[src/fahf_pkg.sv]
// shared types and constants for the frame accumulator hit finder
// no dependencies

package fahf_pkg;

    localparam int MAX_PIXELS = 65536;

    localparam int PIX_W   = 8;
    localparam int POS_W   = 16;
    localparam int FRAME_W = 16;
    localparam int SIZE_W  = 17;
    localparam int THR_W   = 16;
    localparam int CFG_W   = 17;
    localparam int IDX_W   = 2;
    localparam int DIN_W   = 8;
    localparam int DOUT_W  = 56;

    localparam logic [IDX_W-1:0] REG_FRAME_PIXELS = 2'd0;
    localparam logic [IDX_W-1:0] REG_HIT_THRESH   = 2'd1;
    localparam logic [IDX_W-1:0] REG_FRAME_LIMIT  = 2'd2;

    localparam logic [PIX_W-1:0] CLAMP_MAX = 8'd255;

    typedef enum logic [1:0] {
        ST_CLEAR,
        ST_RUN
    } ctl_state_t;

    typedef struct packed {
        logic [POS_W-1:0]   pixel_position;
        logic [FRAME_W-1:0] frame_number;
        logic               readout_valid;
        logic               end_of_frame;
        logic               frame_hit;
    } pix_tag_t;

endpackage

[src/fahf_divider.sv]
// restoring divider, one quotient bit per cycle, saturates quotient at 255
// depends on fahf_pkg

module fahf_divider #(
    parameter int SUM_BITS = 24
) (
    input  logic                    aclk,
    input  logic                    aresetn,
    input  logic                    start,
    input  logic [SUM_BITS-1:0]     dividend,
    input  logic [fahf_pkg::FRAME_W:0] divisor,
    output logic                    busy,
    output logic                    done,
    output logic [fahf_pkg::PIX_W-1:0] quotient
);
    import fahf_pkg::*;

    localparam int CNT_W = $clog2(SUM_BITS + 1);
    localparam int REM_W = FRAME_W + 2;

    logic [SUM_BITS-1:0] quo_reg;
    logic [REM_W-1:0]    rem_reg;
    logic [FRAME_W:0]    den_reg;
    logic [CNT_W-1:0]    cnt_reg;
    logic                busy_reg;
    logic                done_reg;
    logic [REM_W-1:0]    rem_shift;
    logic [REM_W-1:0]    rem_sub;

    always_comb begin
        rem_shift = {rem_reg[REM_W-2:0], quo_reg[SUM_BITS-1]};
        rem_sub   = rem_shift - {1'b0, den_reg};
    end

    always_ff @(posedge aclk) begin
        if (!aresetn) begin
            busy_reg <= 1'b0;
            done_reg <= 1'b0;
            cnt_reg  <= '0;
        end else begin
            done_reg <= 1'b0;
            if (start) begin
                busy_reg <= 1'b1;
                cnt_reg  <= CNT_W'(SUM_BITS);
                quo_reg  <= dividend;
                rem_reg  <= '0;
                den_reg  <= divisor;
            end else if (busy_reg) begin
                if (!rem_sub[REM_W-1]) begin
                    rem_reg <= rem_sub;
                    quo_reg <= {quo_reg[SUM_BITS-2:0], 1'b1};
                end else begin
                    rem_reg <= rem_shift;
                    quo_reg <= {quo_reg[SUM_BITS-2:0], 1'b0};
                end
                cnt_reg <= cnt_reg - CNT_W'(1);
                if (cnt_reg == CNT_W'(1)) begin
                    busy_reg <= 1'b0;
                    done_reg <= 1'b1;
                end
            end
        end
    end

    assign busy     = busy_reg;
    assign done     = done_reg;
    assign quotient = (quo_reg > SUM_BITS'(CLAMP_MAX)) ? CLAMP_MAX : quo_reg[PIX_W-1:0];

endmodule

[config.mk]
export PLATFORM = sky130hd
export DESIGN_NAME = fahf_divider
export DESIGN_NICKNAME = d
export VERILOG_FILES = /design/src/fahf_pkg.sv /design/src/fahf_divider.sv
export SDC_FILE = /design/constraint.sdc
export NUM_CORES = 1
export LEC_CHECK = 0
export BUFFER_PORTS_ARGS = -buffer_cell sky130_fd_sc_hd__buf_4
export CORE_ASPECT_RATIO = 0.6
export CORE_MARGIN = 2
export CORE_UTILIZATION = 51
export CTS_CLUSTER_DIAMETER = 120
export DETAILED_ROUTE_END_ITERATION = 10
export PLACE_DENSITY = 0.84
export RECOVER_POWER = 100
export SYNTH_ARGS = -nofsm -noshare
export SYNTH_HDL_FRONTEND = slang
export SYNTH_SLANG_ARGS = --single-unit
[constraint.sdc]
create_clock -name aclk -period 2.7 [get_ports aclk]
set_clock_uncertainty 0.05 [all_clocks]
set_input_delay 0.135 -clock aclk [delete_from_list [all_inputs] [get_ports aclk]]
set_output_delay 0.135 -clock aclk [all_outputs]
set_load 0.1 [all_outputs]
* After elaboration in Yosys (flattened, before gate mapping)
Index checks and enable logic that the tools add are counted.
W data, S select, Z words.
** Storage, ports and cells
- Register bits after elaboration :: 65
- Output and inout port bits :: 10
- Logic and storage cells :: 30
** Operators by class
- Add/sub/neg operators :: 2
- Order comparisons :: 1
- Eq/ne operators :: 1
- Mux-type cells :: 12
- Bitwise logic cells :: 2
- Reduce and logical (&&, ||, !) cells :: 5
** Operators with widths (number)
- $mux W24 :: 2
- $mux W17 :: 2
- $gt A24 B8 Y1 const B :: 1
- $sub A18 B17 Y18 :: 1
- $mux W5 :: 2
- $mux W8 :: 1
- $eq A5 B1 Y1 const B :: 1
- $mux W1 :: 5
- $sub A5 B1 Y5 const B :: 1
- $reduce_and A2 Y1 :: 2
- $reduce_or A3 Y1 :: 1
- $not A1 Y1 :: 2
- $reduce_bool A2 Y1 :: 1
- $reduce_or A2 Y1 :: 1

* Depth between registers and ports, before layout
Gate-level depths: netlist (run 1).
- Depth in word-level cells :: 4
- Gate-level depth with buffers :: 11
- Depth with buffers taken out :: 10

* Least setup slack after synthesis (run 1)
Ideal clock, no wire load.
- Kind :: reg-to-reg
- From :: register busy_reg (netlist: busy)
- To :: register quo_reg[0] (enable)
- Library setup time :: 401 ps
- Arrival :: 2157 ps
- Data required time :: 2249 ps
- Slack :: 91 ps
- Stages on the path, launching flop included :: 2
- Buffers on the path :: 0
- Period minus slack after synthesis :: 2609 ps
- Cells stage by stage :: dfxtp_1 o21a_1
** Between the ends
- Longest elaborated chain between the ends :: 2
** Ends and longest elaborated chain
- from (decl) :: line fahf_divider.sv:25 : logic busy_reg;
- from (signal assigned) :: line fahf_divider.sv:37 : busy_reg <= 1'b0;
- from (signal assigned) :: line fahf_divider.sv:43 : busy_reg <= 1'b1;
- from (signal assigned) :: line fahf_divider.sv:58 : busy_reg <= 1'b0;
- $reduce_bool A2 Y1 (no line)
- $reduce_and A2 Y1 (no line)
- to (signal assigned) :: line fahf_divider.sv:45 : quo_reg <= dividend;
- to (signal assigned) :: line fahf_divider.sv:51 : quo_reg <= {quo_reg[SUM_BITS-2:0], 1'b1};
- to (signal assigned) :: line fahf_divider.sv:54 : quo_reg <= {quo_reg[SUM_BITS-2:0], 1'b0};
- to (decl) :: line fahf_divider.sv:21 : logic [SUM_BITS-1:0] quo_reg;
No other way between the ends.
A chain may end at the register's enable or synchronous reset.

* Worst setup path after layout (run 1)
- From :: register den_reg[16]
- To :: register rem_reg[9], data pin
** Between the ends
- Longest elaborated chain between the ends :: 3
** Ends and longest elaborated chain
- from (decl) :: line fahf_divider.sv:23 : logic [FRAME_W:0] den_reg;
- from (signal assigned) :: line fahf_divider.sv:47 : den_reg <= divisor;
- $sub A18 B17 Y18 :: line fahf_divider.sv:32 : rem_sub = rem_shift - {1'b0, den_reg};
- $mux W17 :: line fahf_divider.sv:49 : if (!rem_sub[REM_W-1]) begin
- $mux W17 :: line fahf_divider.sv:48 : end else if (busy_reg) begin
- to (signal assigned) :: line fahf_divider.sv:50 : rem_reg <= rem_sub;
- to (signal assigned) :: line fahf_divider.sv:53 : rem_reg <= rem_shift;
- to (decl) :: line fahf_divider.sv:22 : logic [REM_W-1:0] rem_reg;
No other way between the ends. The select of a mux whose other input is x is not followed.

==> results of run 1 <==
metrics by stage:
step,cell area (µm²),cells,setup WS (ns),hold WS [ns],util [%]
after floorplan,3640,312,0.0912,0.184,-
after global placement,4230,458,0.0344,0.263,62.3
after detailed placement,4230,458,0.0219,0.264,62.3
after CTS,4670,491,0.00875,0.0431,68.7
after global routing,4930,500,-0.0822,0.0484,72.6
final,4930,500,0.00182,0.0526,72.6
power by group through the flow:
stage / Clock (mW) / Combinational, mW / Sequential (mW)
after floorplan: 0 / 0.485 / 1.26
after global placement: 0 / 0.670 / 1.26
after detailed placement: 0 / 0.697 / 1.26
after CTS: 1.05 / 0.724 / 1.24
after global routing: 1.09 / 0.956 / 1.26
final: 1.03 / 0.890 / 1.26
logic make-up (layout without fill, tap and decap cells):
logic type                 Yosys count  count (layout)
buffers and inverters               34             135
muxes                               34              34
and+or+nand+nor                     91              91
xor gates and xnor gates            15              15
DFF                                 65              65
AOI/OAI and AO/OA                   53              53
adders and majority gates           20              20
metal layers:
layer | vias up | global-route usage, %
met2 | 118 | 31.1
li1 | 1338 | -
met4 | 0 | 8.81
met1 | 1364 | 28.4
met5 | - | 0
met3 | 26 | 5.59
cell type report:
class                      instances  area [µm²]
clock buffer                      15         258
clock inverter                     1        5.00
multi-input combinational        213        1810
sequential                        65        1880
inverter                          24        90.1
timing repair buffer              95         781
tap                               87         109
fill                             452        1860
cells in the final DEF (no fill, tap or decap), types with 12 or more instances in the layout:
master	instances
inv_1	19
clkbuf_4	17
mux2_2	23
nor2_1	21
buf_4	45
dlygate4sd3_1	17
nand2_1	24
xnor2_1	12
edfxtp_1	58
what timing repair did:
action,4_1_cts,5_1_grt
pin swaps,0,17
buffers inserted,0,7
gates resized for setup,1,40
endpoints found under the setup margin,1,17
gates cloned,0,2
endpoints found under the hold margin,17,0
hold buffers,17,0
worst max-delay path by stage:
| stage | start | endpoint | slack [ns] | depth (start not counted) |
|---|---|---|---|---|
| 3_3_place_gp | quo_reg[23] | rem_reg[16] | 0.03 | 10 |
| 3_5_place_dp | rem_reg[2] | rem_reg[16] | 0.02 | 8 |
| 4_1_cts | rem_reg[9] | rem_reg[14] | 0.009 | 9 |
| 6_report | den_reg[16] | rem_reg[9] | 0.002 | 10 |
| 5_1_grt | rem_reg[6] | rem_reg[0] | -0.08 | 10 |
| 2_1_floorplan | busy | quo_reg[0] | 0.09 | 1 |
==> results.ini, run 1 <==
[run_status]
status=finished, violations left
violations=design-rule violations

[setup_path]
r2r_setup_slack_ns=0.002
critical-path-top-delay-family=simple AND/OR/NAND/NOR gates
critPathSlowestCell=edfxtp_1
start_kind=register
r2r_cells=10
cp_cell_sequence=inv_1, ha_4, a21oi_2, o21ai_2, or3_1, or3_4, nand4_4, buf_6, mux2i_1, nor2_1
required_ns=2.73
r2r_end=rem_reg[9]
cp_max_fo=5
r2r_start=den_reg[16]
endpoint_kind=register
slowest_delay_ns=0.41
path_buf_inv=2
cp_data_arrival_time_ns=2.73
path_class=register to register

[synthesis]
synth_area_leader_cell=edfxtp_1
synth.area.top_cells=edfxtp_1 (48%), mux2_2 (7.1%), ha_1 (6.5%)
yosysMostFrequentCell=edfxtp_1
yosys-top-cells-count=edfxtp_1 (58), inv_1 (24), nand2_1 (24)
synth_xor_area_share_pct=3.61
synthArstFlopShare_pct=0
synth_area_per_cell_um2=11.7
synth_seq_cells=65
ys_warn_count=0
synth_edf_count=58
synth_top_area_share_pct=47.8
post_synth_fa_ha_maj_area_fraction_pct=7.08
synthSimpleGateAreaFrac_pct=13.2
synth_mux_area_share_pct=10.1
synth.distinct_cells=52
synth_ff_type=edfxtp_1
synth_compound_area_share_pct=10.2
seq_area_frac_synth_pct=51.7
synthesis.area_um2=3640
synth_cells=312
synth_top_family_by_area=simple AND/OR/NAND/NOR gates
synth_nets=376

[global_route]
grt_pass1_vias=2660
grt_use_total_pct=20.7
antenna_found_initial=0
grt_first_pass_wirelength_mm=12.7
overflow=0
grt_max_degree=37

[clocking]
cts.path.max_buffers=2
cts_buffers=9
clk_latency_ns=0.33
htree_levels=3
root_buffer=clkbuf_16
path_clk_slew_ns=0.05
clock-sinks=65
cts_tree=built

[power]
switching_share_pct=27.5
power.density_nw_per_um2=645
p_int_mw=2.31
max-vdd-ir-drop_uv=404
p_clk_share_pct=32.5
leakage_nw=1.98
report.power.total_mw=3.18
pwr-share-comb_pct=28.0
power_switching_mw=0.875
seqPwrFrac_pct=39.5

[sta]
max_freq_mhz=371
relSlewSlack_pct=22.5
fin_setup_tns_ns=0
setup_viol=0
slew_viol_final=0
hold_viol=0
period_share_pct=99.9
tightest_slew_ns=1.17
finalCriticalPeriod_ns=2.70
rsz0062_at_grt=true

[worst_hold_path]
holdCritPathClass=input pin to register
hp-start=aresetn
hold_path_depth=2
hold_path_end=cnt_reg[4]

[floorplan]
ioPinCount=54
dieHeight_um=69.5
die_x_um=113
core_area_um2=6790
std_cell_rows=23
die_area_um2=7850
start_util_pct=53.6

[routing]
dr_total_vias=2846
wl_met3_um=614
highest_layer=met4
ant_nets=0
drt_wl_total_mm=8.83
wl_met2_mm=4.15
post_drt_wl_per_cell_um=17.7
drt_pass1_iterations=7
drt_iter0_markers=212
drt-met1-wl_mm=3.84
post_drt_via_cell_ratio=5.69
drcViolationCount=5

[placed_design]
dp_hpwl_mm=5.39
portBuffers=53
globalplace.congestion=0.869

[cells_and_area]
largest_reg_flops=24
drive_above_1_share_pct=38.3
n_antenna_cell=0
area_growth_pct=35.5
nNetsFinal=472

[flow_run]
maxCapViolCount=0

No activity file was read; power rests on OpenSTA's default activity.
==> run 2: changes to the inputs <==
- CORE_UTILIZATION: 51 -> 52
- PLACE_DENSITY: 0.84 -> 0.86
==> run 2 against run 1 <==
  * The run now ends clean
  * Setup slack improved by 0.076 ns
  * Clock-buffer cell count decreased by 6
  * Maximum frequency increased by 2.9%
  * Non-clock buffer count is 3 higher
  * Critical path depth is 1 lower
  * Final area is 0.58% higher
  * Largest cell class unchanged
  * Largest power group unchanged
==> results.ini, run 2 (synthesis results as in run 1) <==
[power]
max-vdd-ir-drop_uv=394  ; was 404 µV
power.density_nw_per_um2=676  ; was 645 nW/µm²
leakage_nw=1.98  ; about the same

[clocking]
clk_latency_ns=0.33  ; about the same
path_clk_slew_ns=0.06  ; was 0.05 ns
cts_buffers=9  ; unchanged
root_buffer=clkbuf_16  ; unchanged
cts.path.max_buffers=2  ; unchanged
cts_tree=built  ; unchanged
htree_levels=3  ; unchanged
clock-sinks=65  ; unchanged

[cells_and_area]
layout_common_cells=edfxtp_1 (58), buf_4 (49), mux2_2 (23), nand2_1 (23), inv_1 (22)  ; was edfxtp_1 (58), buf_4 (45), nand2_1 (24), mux2_2 (23), nor2_1 (21)
ff_latch_area_um2=1880  ; unchanged
largest_reg_flops=24  ; unchanged
final_common_cell=edfxtp_1  ; unchanged
area_growth_pct=36.3  ; was 35.5%
multi_input_area_um2=1780  ; was 1810 µm²
instances_no_fill=503  ; was 500
drive_above_1_share_pct=38.0  ; was 38.3%
post-route-cell-area_um2=4960  ; was 4930 µm²
n_antenna_cell=0  ; unchanged
nNetsFinal=475  ; was 472
nFillCells=465  ; was 452

[sta]
period_share_pct=97.1  ; was 99.9%
setup_viol=0  ; unchanged
tightest_slew_ns=1.17  ; about the same
hold_viol=0  ; unchanged
relSlewSlack_pct=22.4  ; was 22.5%
slew_viol_final=0  ; unchanged
finalCriticalPeriod_ns=2.62  ; was 2.70 ns
max_freq_mhz=381  ; was 371 MHz

[floorplan]
start_util_pct=54.1  ; was 53.6%
std_cell_rows=23  ; unchanged
dieHeight_um=68.8  ; was 69.5 µm
ioPinCount=54  ; unchanged
core_area_um2=6730  ; was 6790 µm²
die_x_um=112  ; was 113 µm
die_area_um2=7710  ; was 7850 µm²

[placed_design]
placed_area_um2=4260  ; was 4230 µm²
globalplace.congestion=0.921  ; was 0.869
dp.cells=461  ; was 458
dp_hpwl_mm=5.51  ; was 5.39 mm
portBuffers=53  ; unchanged

[setup_path]
r2r_end=rem_reg[2]  ; was rem_reg[9]
cp_data_arrival_time_ns=2.64  ; was 2.73 ns
required_ns=2.72  ; was 2.73 ns
start_kind=register  ; unchanged
startpoint=rem_reg[9]  ; was den_reg[16]
r2r_cells=9  ; was 10
endpoint_kind=register  ; unchanged
cp_max_fo=6  ; was 5
r2r_setup_slack_ns=0.08  ; was 0.002 ns
r2r_start=rem_reg[9]  ; was den_reg[16]
path_class=register to register  ; unchanged

[flow_run]
maxCapViolCount=0  ; unchanged

[routing]
post_drt_wl_per_cell_um=16.9  ; was 17.7 µm
drt_pass1_iterations=4  ; was 7
post_drt_via_cell_ratio=5.58  ; was 5.69
drt_iter0_markers=175  ; was 212
drt_wl_total_mm=8.48  ; was 8.83 mm
drcViolationCount=0  ; was 5
ant_nets=0  ; unchanged
dr_total_vias=2808  ; was 2846

[worst_hold_path]
hp-start=dividend[0]  ; was aresetn
hold_path_end=quo_reg[0]  ; was cnt_reg[4]
holdCritPathClass=input pin to register  ; unchanged
hold_path_depth=3  ; was 2

[run_status]
status=complete, no violations  ; was finished, violations left

[global_route]
grt_pass1_vias=2642  ; was 2660
antenna_found_initial=0  ; unchanged
grt_use_total_pct=21.4  ; was 20.7%
overflow=0  ; unchanged
grt_max_degree=43  ; was 37
grt_first_pass_wirelength_mm=12.5  ; was 12.7 mm

[run 2: how the worst max path moves through the flow]
stage	endpoint	slack, ns	cells past startpoint
after floorplan	quo_reg[0]	0.09	1
after global placement	rem_reg[16]	0.06	10
after detailed placement	rem_reg[8]	-0.06	9
after CTS	rem_reg[4]	0.02	9
after global routing	rem_reg[14]	-0.03	10
final	rem_reg[2]	0.08	9
[run 2: through the flow]
step           total power [mW]  hold WS (ns)  TNS (ns)  setup WS (ns)  util, %
2_1_floorplan              1.74         0.184         0         0.0912        -
3_3_place_gp               1.93         0.263         0         0.0644     63.2
3_5_place_dp               1.97         0.264    -0.359        -0.0556     63.2
4_1_cts                    3.26        0.0321         0         0.0183     71.0
5_1_grt                    3.49        0.0451   -0.0746        -0.0285     73.7
6_report                   3.36        0.0413         0         0.0778     73.7
[run 2: per-layer routing]
| metal | track usage, % | up-vias | routed length, µm |
|---|---|---|---|
| li1 | - | 1347 | - |
| met1 | 28.1 | 1352 | 3960 |
| met2 | 34.5 | 92 | 3910 |
| met3 | 6.82 | 17 | 477 |
| met4 | 7.47 | 0 | 124 |
| met5 | 0 | - | 0 |
[run 2: where the power goes]
group	internal [mW]	total [mW]	switching [mW]
Combinational	0.439	0.846	0.407
Clock	0.807	1.25	0.446
Sequential	1.20	1.26	0.0545
Total	2.45	3.36	0.908
[run 2: repair_timing]
item	CTS	global route
gates cloned	0	1
endpoints found under the hold margin	17	0
pin swaps	1	9
buffers inserted	3	5
setup endpoints to repair	11	16
hold buffers	17	0
gates resized for setup	2	28
[run 2: layout make-up]
class                      count  area share (%)
sequential                    65            37.9
multi-input combinational    213            36.0
tap                           87            2.19
timing repair buffer          98            15.7
inverter                      24            1.82
clock inverter                 7            1.89
clock buffer                   9            4.54
[run 2: worst max-delay path, cell delays in order (launching register included)]
cell	delay, ns
edfxtp_1	0.44
ha_4	0.28
a21oi_1	0.14
o21ai_1	0.14
or3_1	0.33
or3_4	0.41
nand4_4	0.17
buf_12	0.15
mux2i_1	0.19
nor2_1	0.05
